File: config.mk
export PLATFORM = sky130hd
export DESIGN_NAME = disk_seek_distance_top
export DESIGN_NICKNAME = d
export VERILOG_FILES = /design/src/hw/rtl/dsd_pkg.sv /design/src/hw/rtl/dsd_cell.sv /design/src/hw/rtl/disk_seek_distance_top.sv
export SDC_FILE = /design/constraint.sdc
export NUM_CORES = 2
export LEC_CHECK = 0
export ABC_AREA = 1
export BUFFER_PORTS_ARGS = -buffer_cell sky130_fd_sc_hd__buf_2
export CORE_MARGIN = 1.5
export CORE_UTILIZATION = 45
export CTS_CLUSTER_DIAMETER = 30
export CTS_CLUSTER_SIZE = 8
export DETAILED_ROUTE_END_ITERATION = 8
export PLACE_DENSITY = 0.62
export SETUP_SLACK_MARGIN = 0.02
export SLEW_MARGIN = 0
export SYNTH_ARGS = -nofsm -noshare
export SYNTH_HDL_FRONTEND = slang
export SYNTH_SLANG_ARGS = --single-unit
File: constraint.sdc
create_clock -name clk -period 5.7 [get_ports clk]
set_input_delay 1.14 -clock clk [delete_from_list [all_inputs] [get_ports clk]]
set_output_delay 1.14 -clock clk [all_outputs]
set_load 0.05 [all_outputs]
File: src/hw/rtl/dsd_pkg.sv
// Shared types, constants and helpers for the disk seek distance block.
// No dependencies; used by dsd_cell and disk_seek_distance_top.
package dsd_pkg;

    localparam int MAX_REQ = 64;
    localparam int IDX_W   = $clog2(MAX_REQ);
    localparam int CNT_W   = IDX_W + 1;
    localparam int CYL_W   = 16;
    localparam int DIST_W  = 22;
    localparam int STEP_W  = 18;

    localparam logic [DIST_W-1:0] DIST_MAX = {DIST_W{1'b1}};

    localparam logic [1:0] MODE_SSTF  = 2'd1;
    localparam logic [1:0] MODE_CSCAN = 2'd2;

    localparam logic REG_POLICY = 1'b0;
    localparam logic REG_TOP    = 1'b1;

    typedef struct packed {
        logic [CYL_W-1:0] request_cylinder;
        logic             last_request;
    } in_item_t;

    typedef struct packed {
        logic [DIST_W-1:0] total_distance;
        logic              overflow_flag;
    } out_item_t;

    typedef struct packed {
        logic [CYL_W-1:0] cyl;
        logic             served;
    } cell_t;

    typedef struct packed {
        logic clear;
        logic shift;
    } cell_ctl_t;

    function automatic logic [CYL_W-1:0] clamp(input logic [CYL_W-1:0] c,
                                               input logic [CYL_W-1:0] top);
        clamp = (c > top) ? top : c;
    endfunction

    function automatic logic [CYL_W-1:0] gap(input logic [CYL_W-1:0] a,
                                             input logic [CYL_W-1:0] b);
        gap = (a > b) ? (a - b) : (b - a);
    endfunction

endpackage

File: src/hw/rtl/dsd_cell.sv
// One cell of the request ring: a stored cylinder and its served flag.
// Depends on dsd_pkg.
module dsd_cell (
    input  logic                  clk,
    input  logic                  rst_n,
    input  dsd_pkg::cell_ctl_t    ctl,
    input  logic                  load_en,
    input  logic [15:0]           load_cyl,
    input  logic                  mark_en,
    input  dsd_pkg::cell_t        from_next,
    output dsd_pkg::cell_t        value
);
    import dsd_pkg::*;

    logic [CYL_W-1:0] cyl_reg;
    logic             served_reg;

    always_ff @(posedge clk)
    begin
        if (ctl.shift)
        begin
            cyl_reg <= from_next.cyl;
        end
        else if (load_en)
        begin
            cyl_reg <= load_cyl;
        end
    end

    always_ff @(posedge clk or negedge rst_n)
    begin
        if (!rst_n)
        begin
            served_reg <= 1'b0;
        end
        else if (ctl.clear)
        begin
            served_reg <= 1'b0;
        end
        else if (mark_en)
        begin
            served_reg <= 1'b1;
        end
        else if (ctl.shift)
        begin
            served_reg <= from_next.served;
        end
    end

    assign value = '{cyl: cyl_reg, served: served_reg};

endmodule

File: src/hw/rtl/disk_seek_distance_top.sv
// Disk seek distance: total head travel under FCFS, SSTF or C-SCAN.
// Loading takes one transaction per cycle while idle. After the last request
// the stored requests are resolved: an init step, then for each further request
// a full rotation of the 64-cell request ring followed by an update step.
// Reset (async, active low) clears control, counters and served flags;
// policy resets to FCFS and top cylinder to 199.
module disk_seek_distance_top (
    input  logic                 clk,
    input  logic                 rst_n,
    input  logic                 cfg_we,
    input  logic                 cfg_idx,
    input  logic [15:0]          cfg_wdata,
    input  logic                 in_valid,
    output logic                 in_ready,
    input  dsd_pkg::in_item_t    in_data,
    output logic                 out_valid,
    input  logic                 out_ready,
    output dsd_pkg::out_item_t   out_data
);
    import dsd_pkg::*;

    localparam logic [2:0] ST_IDLE = 3'd0;
    localparam logic [2:0] ST_INIT = 3'd1;
    localparam logic [2:0] ST_SCAN = 3'd2;
    localparam logic [2:0] ST_STEP = 3'd3;
    localparam logic [2:0] ST_DONE = 3'd4;

    logic [2:0]        state_reg, state_next;
    logic [1:0]        mode_reg;
    logic [CYL_W-1:0]  top_reg;
    logic [CNT_W-1:0]  count_reg, count_next;
    logic [CNT_W-1:0]  n_reg, n_next;
    logic [CNT_W-1:0]  k_reg, k_next;
    logic [IDX_W-1:0]  s_reg, s_next;
    logic              dropped_reg, dropped_next;
    logic [CYL_W-1:0]  head_reg, head_next;
    logic [DIST_W-1:0] sum_reg, sum_next;
    logic              best_ok_reg, best_ok_next;
    logic [IDX_W-1:0]  best_idx_reg, best_idx_next;
    logic [CYL_W-1:0]  best_c_reg, best_c_next;
    logic [CYL_W-1:0]  best_d_reg, best_d_next;
    logic              low_ok_reg, low_ok_next;
    logic [IDX_W-1:0]  low_idx_reg, low_idx_next;
    logic [CYL_W-1:0]  low_c_reg, low_c_next;
    logic              out_valid_reg;
    out_item_t         out_data_reg;

    cell_t             ring [MAX_REQ];
    logic [MAX_REQ-1:0] served_vec;
    cell_ctl_t         ctl;
    logic              mark_en;
    logic [IDX_W-1:0]  mark_idx;
    logic              accept, full, out_free;

    logic [CYL_W-1:0]  e_c, e_d;
    logic              e_live, e_cand;
    logic [STEP_W-1:0] step_d;
    logic [DIST_W:0]   sum_wide;

    assign accept   = in_valid && in_ready;
    assign full     = (count_reg >= CNT_W'(MAX_REQ));
    assign out_free = !out_valid_reg || out_ready;
    assign in_ready = (state_reg == ST_IDLE);

    genvar gi;
    generate
        for (gi = 0; gi < MAX_REQ; gi++)
        begin : g_cell
            localparam int NXT = (gi + 1) % MAX_REQ;
            dsd_cell u_cell (
                .clk       (clk),
                .rst_n     (rst_n),
                .ctl       (ctl),
                .load_en   (accept && !full && (count_reg[IDX_W-1:0] == IDX_W'(gi))),
                .load_cyl  (in_data.request_cylinder),
                .mark_en   (mark_en && (mark_idx == IDX_W'(gi))),
                .from_next (ring[NXT]),
                .value     (ring[gi])
            );
            assign served_vec[gi] = ring[gi].served;
        end
    endgenerate

    // ring tail: at scan step s it holds request s
    always_comb
    begin
        e_c    = clamp(ring[0].cyl, top_reg);
        e_d    = gap(e_c, head_reg);
        e_live = ({1'b0, s_reg} < n_reg) && !ring[0].served;
        case (mode_reg)
            MODE_SSTF:  e_cand = e_live;
            MODE_CSCAN: e_cand = e_live && (e_c >= head_reg);
            default:    e_cand = ({1'b0, s_reg} == k_reg);
        endcase
    end

    // travel for one update step; the C-SCAN wrap folds three moves into one
    always_comb
    begin
        if (best_ok_reg)
        begin
            step_d = STEP_W'(gap(best_c_reg, head_reg));
        end
        else
        begin
            step_d = STEP_W'(top_reg - head_reg) + STEP_W'(top_reg)
                   + (low_ok_reg ? STEP_W'(low_c_reg) : STEP_W'(0));
        end
        sum_wide = {1'b0, sum_reg} + (DIST_W+1)'(step_d);
    end

    always_comb
    begin
        state_next    = state_reg;
        count_next    = count_reg;
        n_next        = n_reg;
        k_next        = k_reg;
        s_next        = s_reg;
        dropped_next  = dropped_reg;
        head_next     = head_reg;
        sum_next      = sum_reg;
        best_ok_next  = best_ok_reg;
        best_idx_next = best_idx_reg;
        best_c_next   = best_c_reg;
        best_d_next   = best_d_reg;
        low_ok_next   = low_ok_reg;
        low_idx_next  = low_idx_reg;
        low_c_next    = low_c_reg;
        ctl           = '{clear: 1'b0, shift: 1'b0};
        mark_en       = 1'b0;
        mark_idx      = '0;
        case (state_reg)
            ST_IDLE:
            begin
                if (accept)
                begin
                    count_next   = full ? count_reg : count_reg + CNT_W'(1);
                    dropped_next = dropped_reg || full;
                    if (in_data.last_request)
                    begin
                        n_next     = count_next;
                        state_next = ST_INIT;
                    end
                end
            end
            ST_INIT:
            begin
                head_next = clamp(ring[0].cyl, top_reg);
                sum_next  = '0;
                mark_en   = 1'b1;
                k_next    = CNT_W'(1);
                s_next    = '0;
                best_ok_next = 1'b0;
                low_ok_next  = 1'b0;
                state_next = (n_reg == CNT_W'(1)) ? ST_DONE : ST_SCAN;
            end
            ST_SCAN:
            begin
                ctl.shift = 1'b1;
                if (e_cand && (!best_ok_reg || (e_d < best_d_reg)))
                begin
                    best_ok_next  = 1'b1;
                    best_idx_next = s_reg;
                    best_c_next   = e_c;
                    best_d_next   = e_d;
                end
                if (e_live && (!low_ok_reg || (e_c < low_c_reg)))
                begin
                    low_ok_next  = 1'b1;
                    low_idx_next = s_reg;
                    low_c_next   = e_c;
                end
                s_next = s_reg + IDX_W'(1);
                if (s_reg == IDX_W'(MAX_REQ - 1))
                begin
                    state_next = ST_STEP;
                end
            end
            ST_STEP:
            begin
                best_ok_next = 1'b0;
                low_ok_next  = 1'b0;
                s_next       = '0;
                if (best_ok_reg || (mode_reg == MODE_CSCAN))
                begin
                    sum_next = (sum_wide > (DIST_W+1)'(DIST_MAX)) ? DIST_MAX
                                                                  : sum_wide[DIST_W-1:0];
                end
                if (best_ok_reg)
                begin
                    head_next = best_c_reg;
                    mark_en   = 1'b1;
                    mark_idx  = best_idx_reg;
                    k_next    = k_reg + CNT_W'(1);
                    state_next = (k_next == n_reg) ? ST_DONE : ST_SCAN;
                end
                else if ((mode_reg == MODE_CSCAN) && low_ok_reg)
                begin
                    head_next = low_c_reg;
                    mark_en   = 1'b1;
                    mark_idx  = low_idx_reg;
                    k_next    = k_reg + CNT_W'(1);
                    state_next = (k_next == n_reg) ? ST_DONE : ST_SCAN;
                end
                else
                begin
                    k_next     = n_reg;
                    state_next = ST_DONE;
                end
            end
            ST_DONE:
            begin
                if (out_free)
                begin
                    ctl.clear    = 1'b1;
                    count_next   = '0;
                    dropped_next = 1'b0;
                    state_next   = ST_IDLE;
                end
            end
            default:
            begin
                state_next = ST_IDLE;
            end
        endcase
    end

    always_ff @(posedge clk or negedge rst_n)
    begin
        if (!rst_n)
        begin
            state_reg     <= ST_IDLE;
            mode_reg      <= '0;
            top_reg       <= CYL_W'(199);
            count_reg     <= '0;
            n_reg         <= '0;
            k_reg         <= '0;
            s_reg         <= '0;
            dropped_reg   <= 1'b0;
            head_reg      <= '0;
            sum_reg       <= '0;
            best_ok_reg   <= 1'b0;
            low_ok_reg    <= 1'b0;
            out_valid_reg <= 1'b0;
        end
        else
        begin
            state_reg   <= state_next;
            count_reg   <= count_next;
            n_reg       <= n_next;
            k_reg       <= k_next;
            s_reg       <= s_next;
            dropped_reg <= dropped_next;
            head_reg    <= head_next;
            sum_reg     <= sum_next;
            best_ok_reg <= best_ok_next;
            low_ok_reg  <= low_ok_next;
            if (cfg_we)
            begin
                if (cfg_idx == REG_POLICY)
                begin
                    mode_reg <= cfg_wdata[1:0];
                end
                else if (cfg_idx == REG_TOP)
                begin
                    top_reg <= cfg_wdata;
                end
            end
            if ((state_reg == ST_DONE) && out_free)
            begin
                out_valid_reg <= 1'b1;
            end
            else if (out_ready)
            begin
                out_valid_reg <= 1'b0;
            end
        end
    end

    always_ff @(posedge clk)
    begin
        best_idx_reg <= best_idx_next;
        best_c_reg   <= best_c_next;
        best_d_reg   <= best_d_next;
        low_idx_reg  <= low_idx_next;
        low_c_reg    <= low_c_next;
        if ((state_reg == ST_DONE) && out_free)
        begin
            out_data_reg <= '{total_distance: sum_reg, overflow_flag: dropped_reg};
        end
    end

    assign out_valid = out_valid_reg;
    assign out_data  = out_data_reg;

    a_busy_no_ready: assert property (@(posedge clk) disable iff (!rst_n)
        (state_reg != ST_IDLE) |-> !in_ready)
        else $error("input ready while resolving a set");

    a_done_all_served: assert property (@(posedge clk) disable iff (!rst_n)
        (state_reg == ST_DONE) |-> (k_reg == n_reg))
        else $error("set finished before all requests were served");

    a_served_count: assert property (@(posedge clk) disable iff (!rst_n)
        ((state_reg == ST_SCAN) && (s_reg == '0)) |-> ($countones(served_vec) == k_reg))
        else $error("served flags disagree with served count");

    a_count_bound: assert property (@(posedge clk) disable iff (!rst_n)
        count_reg <= CNT_W'(MAX_REQ))
        else $error("request count beyond capacity");

endmodule

; ---- Word-level counts from Yosys, hierarchy flattened
; Cells that the tools add are included.
[totals]
register_bits = 1261
out_inout_bits = 25
input_bits = 39
word_cells = 973
[op_classes]
reduce_logical = 293
n_lt_le_gt_ge = 9
mux = 367
bitwise = 1
n_addsub = 11
n_eq_ne = 144
[op_table]
columns = cell, n
row1 = $mux W16, 134
row2 = $eq A6 B6 Y1 const B, 65
row3 = $mux W1, 203
row4 = $eq A6 B5 Y1 const B, 32
row5 = $reduce_bool A3 Y1, 64
row6 = $logic_and A1 B1 Y1, 136
row7 = $reduce_bool A2 Y1, 68
row8 = $eq A6 B4 Y1 const B, 16
row9 = $sub A16 B16 Y16, 4
row10 = $eq A6 B3 Y1 const B, 8
row11 = $gt A16 B16 Y1, 3
row12 = $mux W22, 2
row13 = $pmux W22 S2, 1
row14 = $mux W7, 5
row15 = $lt A16 B16 Y1, 2
row16 = $pmux W16 S2, 1
row17 = $pmux W7 S2, 2
row18 = $eq A6 B2 Y1 const B, 4
row19 = $mux W3, 8
row20 = $add A22 B18 Y23, 1
row21 = $gt A23 B22 Y1 const B, 1
row22 = $add A17 B17 Y18, 1
row23 = $add A18 B16 Y18, 1
row24 = $mux W18, 1
row25 = 31 further kinds, 62

; ---- Depth between registers and ports, before layout
[depth]
ltp_word = 9
depth_mapped = 40
mapped_depth_nobuf = 39

; ---- Modules after synthesis
; A second synthesis with hierarchy kept.
[hier_totals]
cells_unflattened = 7035
area_unflattened_um2 = 64728.3
[modules_own_cells]
columns = mod, area_each_um2, seq_area_each_um2, n_inst, cells_each
row1 = dsd_cell, 773.2, 505.5, 64, 78
row2 = disk_seek_distance_top, 15240.9, 4750.8, 1, 2043

; ---- Worst setup path after synthesis
; No wires, ideal clock.
[synth_timing]
path_type = reg2reg
from = reg top_reg[7]
to = reg best_c_reg[0], enable pin
stages_incl_launch_ff = 36
setup_slack_ns = 0.121
required_time_ns = 5.307
period_less_slack_ns = 5.579
path_buffers = 2
setup_ns = 0.393
t_arrival_ns = 5.186
cell_sequence = dfstp_2 > inv_1 > ha_1 > a21o_1 > nor2_1 > nand2_1 > nand2_1 > nand2_1 > nand2_1 > clkbuf_1 > nand2_1 > o21ai_0 > inv_1 > ha_1 > nand2_1 > inv_1 > a21oi_1 > nor2_1 > nor4_2 > nand2_4 > nand2_4 > buf_4 > nand2_1 > o21ai_0 > xor2_1 > inv_1 > ha_1 > a21oi_1 > o21ai_0 > nand4_1 > o211ai_1 > nand3_1 > a21oi_1 > inv_1 > nand2_1 > inv_1
[synth_between]
elab_chain_cells = 8
elab_cells_between_ends = 13
cone_classes = add/sub (2) / order compare (4) / mux (3) / reduce/logical (4)
[synth_lines]
columns = element, line
row1 = from (decl), disk_seek_distance_top.sv:30  ; logic [CYL_W-1:0] top_reg;
row2 = from (signal assigned), disk_seek_distance_top.sv:266  ; top_reg <= cfg_wdata;
row3 = $gt A16 B16 Y1, dsd_pkg.sv:42  ; clamp = (c > top) ? top : c;
row4 = $mux W16, dsd_pkg.sv:42
row5 = net e_c[11], disk_seek_distance_top.sv:55  ; logic [CYL_W-1:0] e_c, e_d;
row6 = $gt A16 B16 Y1, dsd_pkg.sv:47  ; gap = (a > b) ? (a - b) : (b - a);
row7 = $mux W16, dsd_pkg.sv:47
row8 = net e_d[3], disk_seek_distance_top.sv:55
row9 = $lt A16 B16 Y1, disk_seek_distance_top.sv:160  ; if (e_cand && (!best_ok_reg || (e_d < best_d_reg)))
row10 = $logic_or A1 B1 Y1, disk_seek_distance_top.sv:160
row11 = $logic_and A1 B1 Y1, disk_seek_distance_top.sv:160
row12 = $reduce_and A2 Y1 (no source line), --
row13 = to (signal assigned), disk_seek_distance_top.sv:283  ; best_c_reg <= best_c_next;
row14 = to (decl), disk_seek_distance_top.sv:40  ; logic [CYL_W-1:0] best_c_reg, best_c_next;
; The timed path passes the listed nets, and every way through them passes these cells.
; A chain may end at the register's enable or synchronous reset.

; ---- Final worst setup path
[layout_timing]
from = reg top_reg[0]
to = reg sum_reg[5]
[layout_between]
elab_chain_cells = 9
[layout_lines]
columns = element, line
row1 = $sub A16 B16 Y17, disk_seek_distance_top.sv:106  ; step_d = STEP_W'(top_reg - head_reg) + STEP_W'(top_reg)
row2 = $add A17 B17 Y18 (*), disk_seek_distance_top.sv:106
row3 = $add A18 B16 Y18 (*), disk_seek_distance_top.sv:107  ; + (low_ok_reg ? STEP_W'(low_c_reg) : STEP_W'(0));
row4 = $mux W18 (*), disk_seek_distance_top.sv:100  ; if (best_ok_reg)
row5 = $add A22 B18 Y23 (*), disk_seek_distance_top.sv:109  ; sum_wide = {1'b0, sum_reg} + (DIST_W+1)'(step_d);
row6 = $gt A23 B22 Y1, disk_seek_distance_top.sv:186  ; sum_next = (sum_wide > (DIST_W+1)'(DIST_MAX)) ? DIST_MAX
row7 = $mux W22 (*), disk_seek_distance_top.sv:186
row8 = $mux W22 (*), disk_seek_distance_top.sv:184  ; if (best_ok_reg || (mode_reg == MODE_CSCAN))
row9 = $pmux W22 S2 (*), disk_seek_distance_top.sv:132  ; case (state_reg)
row10 = to (signal assigned), disk_seek_distance_top.sv:255  ; sum_reg <= sum_next;
row11 = to (decl), disk_seek_distance_top.sv:37  ; logic [DIST_W-1:0] sum_reg, sum_next;
; Mark *: on every way between the ends. The rest lies on a longest branch, timed or not. The select of a mux whose other input is x is not followed.

==> results.toml <==
[critical_path]
end_kind = "flop"
crit_path_max_fanout = 4
critPathMaxStageDelay_ns = 0.56
worstSetupStartpointType = "flop"
required_ns = 6.41
crit_type = "reg -> reg"
cp.arrival_ns = 6.19
slowest_stage = "fa_1"
path_buf_inv = 3
crit_family = "compound AO/OA/AOI/OAI gates"

[synthesis]
syn_nets = 5775
synth-edff-count = 1107
synth_top_area_frac = 0.581
synth_warnings = 0
synth.area.top_cells = "edfxtp_1 (58%), nand2_1 (16%), dfrtp_1 (6.5%)"
synthesis.area_um2 = 57200
ys_types = 64
synth.largest_area_cell = "edfxtp_1"
synthTopCellsByCount = "nand2_1 (2483), edfxtp_1 (1107), inv_1 (372)"
yosys_most_used_dff = "edfxtp_1"
syn_area_per_cell_um2 = 10.3
synth_seq_cells = 1261
synth.yosys.seq_area_share = 0.649
synthCells = 5542
yosysMostFrequentCell = "nand2_1"
async_flop_share = 0.122

[timing]
skew_ns = 0.0934
setup_viol = 0
max_freq_mhz = 182
hold_ws_ns = 0.323
final.setup.worst_slack_ns = 0.215
maxSlewHeadroom = 0.194
fin_crit_sh = 0.962
fin_crit_ns = 5.49
hold_viol = 0
worst_pin_slew_ns = 1.21
drv_slew = 0

[detailed_routing]
dr.pass1.iters = 5
routed_wl_um = 145000
antenna_left = 0
first_iter_violations = 3747
via_per_inst = 5.23
vias = 40600
wl_per_cell_um = 18.6
drt_drc_violations_left = 0

[clocking]
cts_buffers = 289
htree_levels = 5
cts_tree = "done"
root_buffer = "clkbuf_16"
cts_num_sinks = 1261
worstSkewPairLatency_ns = 0.89
clk_pin_slew_ns = 0.04
clockBufferDepth = 4

[floorplanning]
initial_core_util = 0.454
core_um2 = 126000
die_area_um2 = 129000
rows = 130
chipWidth_um = 359
dieHeight_um = 359
ioPinCount = 64

[grt]
first_global_vias = 40700
antenna_found_initial = 2
grt_max_degree = 252
gr-usage-all-layers = 0.222
grt.overflow.total = 0
grt_first_pass_wirelength_um = 228000

[cells_and_area]
diodes = 0
final_nets = 6136
area_delta_synth_final_pct = 23.1
drive_gt1_frac = 0.150
fill_cells = 10800
largest_register_ffs = 1024
final_util = 0.559

[min_path]
hold_path.class = "in -> async"

[run_status]
outcome = "finished, final reports clean"

[placement]
dp_hpwl_um = 85600
dp_slack_ns = -0.295
port_buffers = 63
place.gp.congestion = 0.921

[flow_run]
maxCapViolCount = 0
-- worst reg2reg max path, delay by kind of cell (launching register included) --
kind / cells / cell delay, ns
adder cells (fa/ha/maj): 5 / 1.72
AND/OR/NAND/NOR: 8 / 0.84
buffers and inverters: 3 / 0.24
XOR/XNOR: 2 / 0.33
flip-flops: 1 / 0.52
AO/OA/AOI/OAI: 13 / 1.73
-- routing by layer --
metal | GRT usage | vias to the layer above | wire [um]
li1 | - | 19200 | -
met1 | 0.322 | 19800 | 67200
met4 | 0.0784 | 4 | 3870
met3 | 0.0403 | 302 | 8670
met5 | 0 | - | 22
met2 | 0.336 | 1280 | 64800
-- through the flow --
step	TNS [ns]	instance area (um^2)	cells
4_1_cts	0	69600	7735
5_1_grt	-1.03	70400	7757
3_5_place_dp	-7.62	60500	7239
2_1_floorplan	0	57200	5542
6_report	0	70400	7757
3_3_place_gp	-4.78	60500	7239
-- what timing repair did --
item	in CTS	in global routing
pin swaps	3	40
gates cloned	0	9
endpoints found under the setup margin	60	61
hold buffers	0	0
buffers inserted	1	13
resized for setup	11	139
-- layout by cell type, fill, tap and decap left out, types with 28 or more instances in the layout --
| master | netlist | layout |
|---|---|---|
| o21ai_2 | 8 | 28 |
| nor2_1 | 139 | 134 |
| buf_4 | 2 | 265 |
| buf_2 | 107 | 63 |
| clkbuf_1 | 140 | 56 |
| dfrtp_1 | 149 | 148 |
| a21oi_1 | 206 | 190 |
| o21ai_1 | 18 | 86 |
| clkinv_1 | 0 | 43 |
| nand2_1 | 2483 | 2455 |
| o21ai_0 | 217 | 128 |
| inv_1 | 372 | 360 |
| ha_1 | 172 | 156 |
| edfxtp_1 | 1107 | 1107 |
| xor2_1 | 49 | 49 |
| nand3_1 | 75 | 71 |
| o221ai_1 | 65 | 65 |
| clkbuf_16 | 0 | 299 |
| clkinv_2 | 0 | 46 |
-- final timing paths --
check	start	to	cells after the start	slack (ns)
max in group asynchronous	rst_n	g_cell[24].u_cell.served_reg	2	4.21
hold reg to reg	g_cell[45].u_cell.cyl_reg[1]	g_cell[44].u_cell.cyl_reg[1]	2	0.47
hold / removal	rst_n	sum_reg[3]	1	0.32
setup reg to reg	top_reg[0]	sum_reg[5]	31	0.21
setup / recovery	top_reg[0]	sum_reg[5]	31	0.21
min in group clk	g_cell[45].u_cell.cyl_reg[1]	g_cell[44].u_cell.cyl_reg[1]	2	0.47
-- cells by family (layout without fill, tap and decap cells) --
kind of cell    Yosys count  after routing  synth area share
compound gates          607            607            0.0632
mux                       7              7           0.00138
flops                  1261           1261             0.649
xor+xnor                 69             69            0.0106
fa+ha+maj               194            194            0.0453
simple gates           2753           2754             0.185
buf+inv                 651           1215            0.0457
-- area by class of cell --
cell class              instances  area (um^2)  share of cell area
flip-flops and latches       1261        37100               0.527
well taps                    1650         2060              0.0293
clock inverters               140         1410              0.0200
inverters                     377         1430              0.0202
repair buffers                343         2570              0.0365
clock buffers                 355         7650               0.109
multi-input cells            3631        18200               0.258
Power is not shown: default switching activity piles up to over one toggle a cycle in this logic, so the estimate is an artifact.
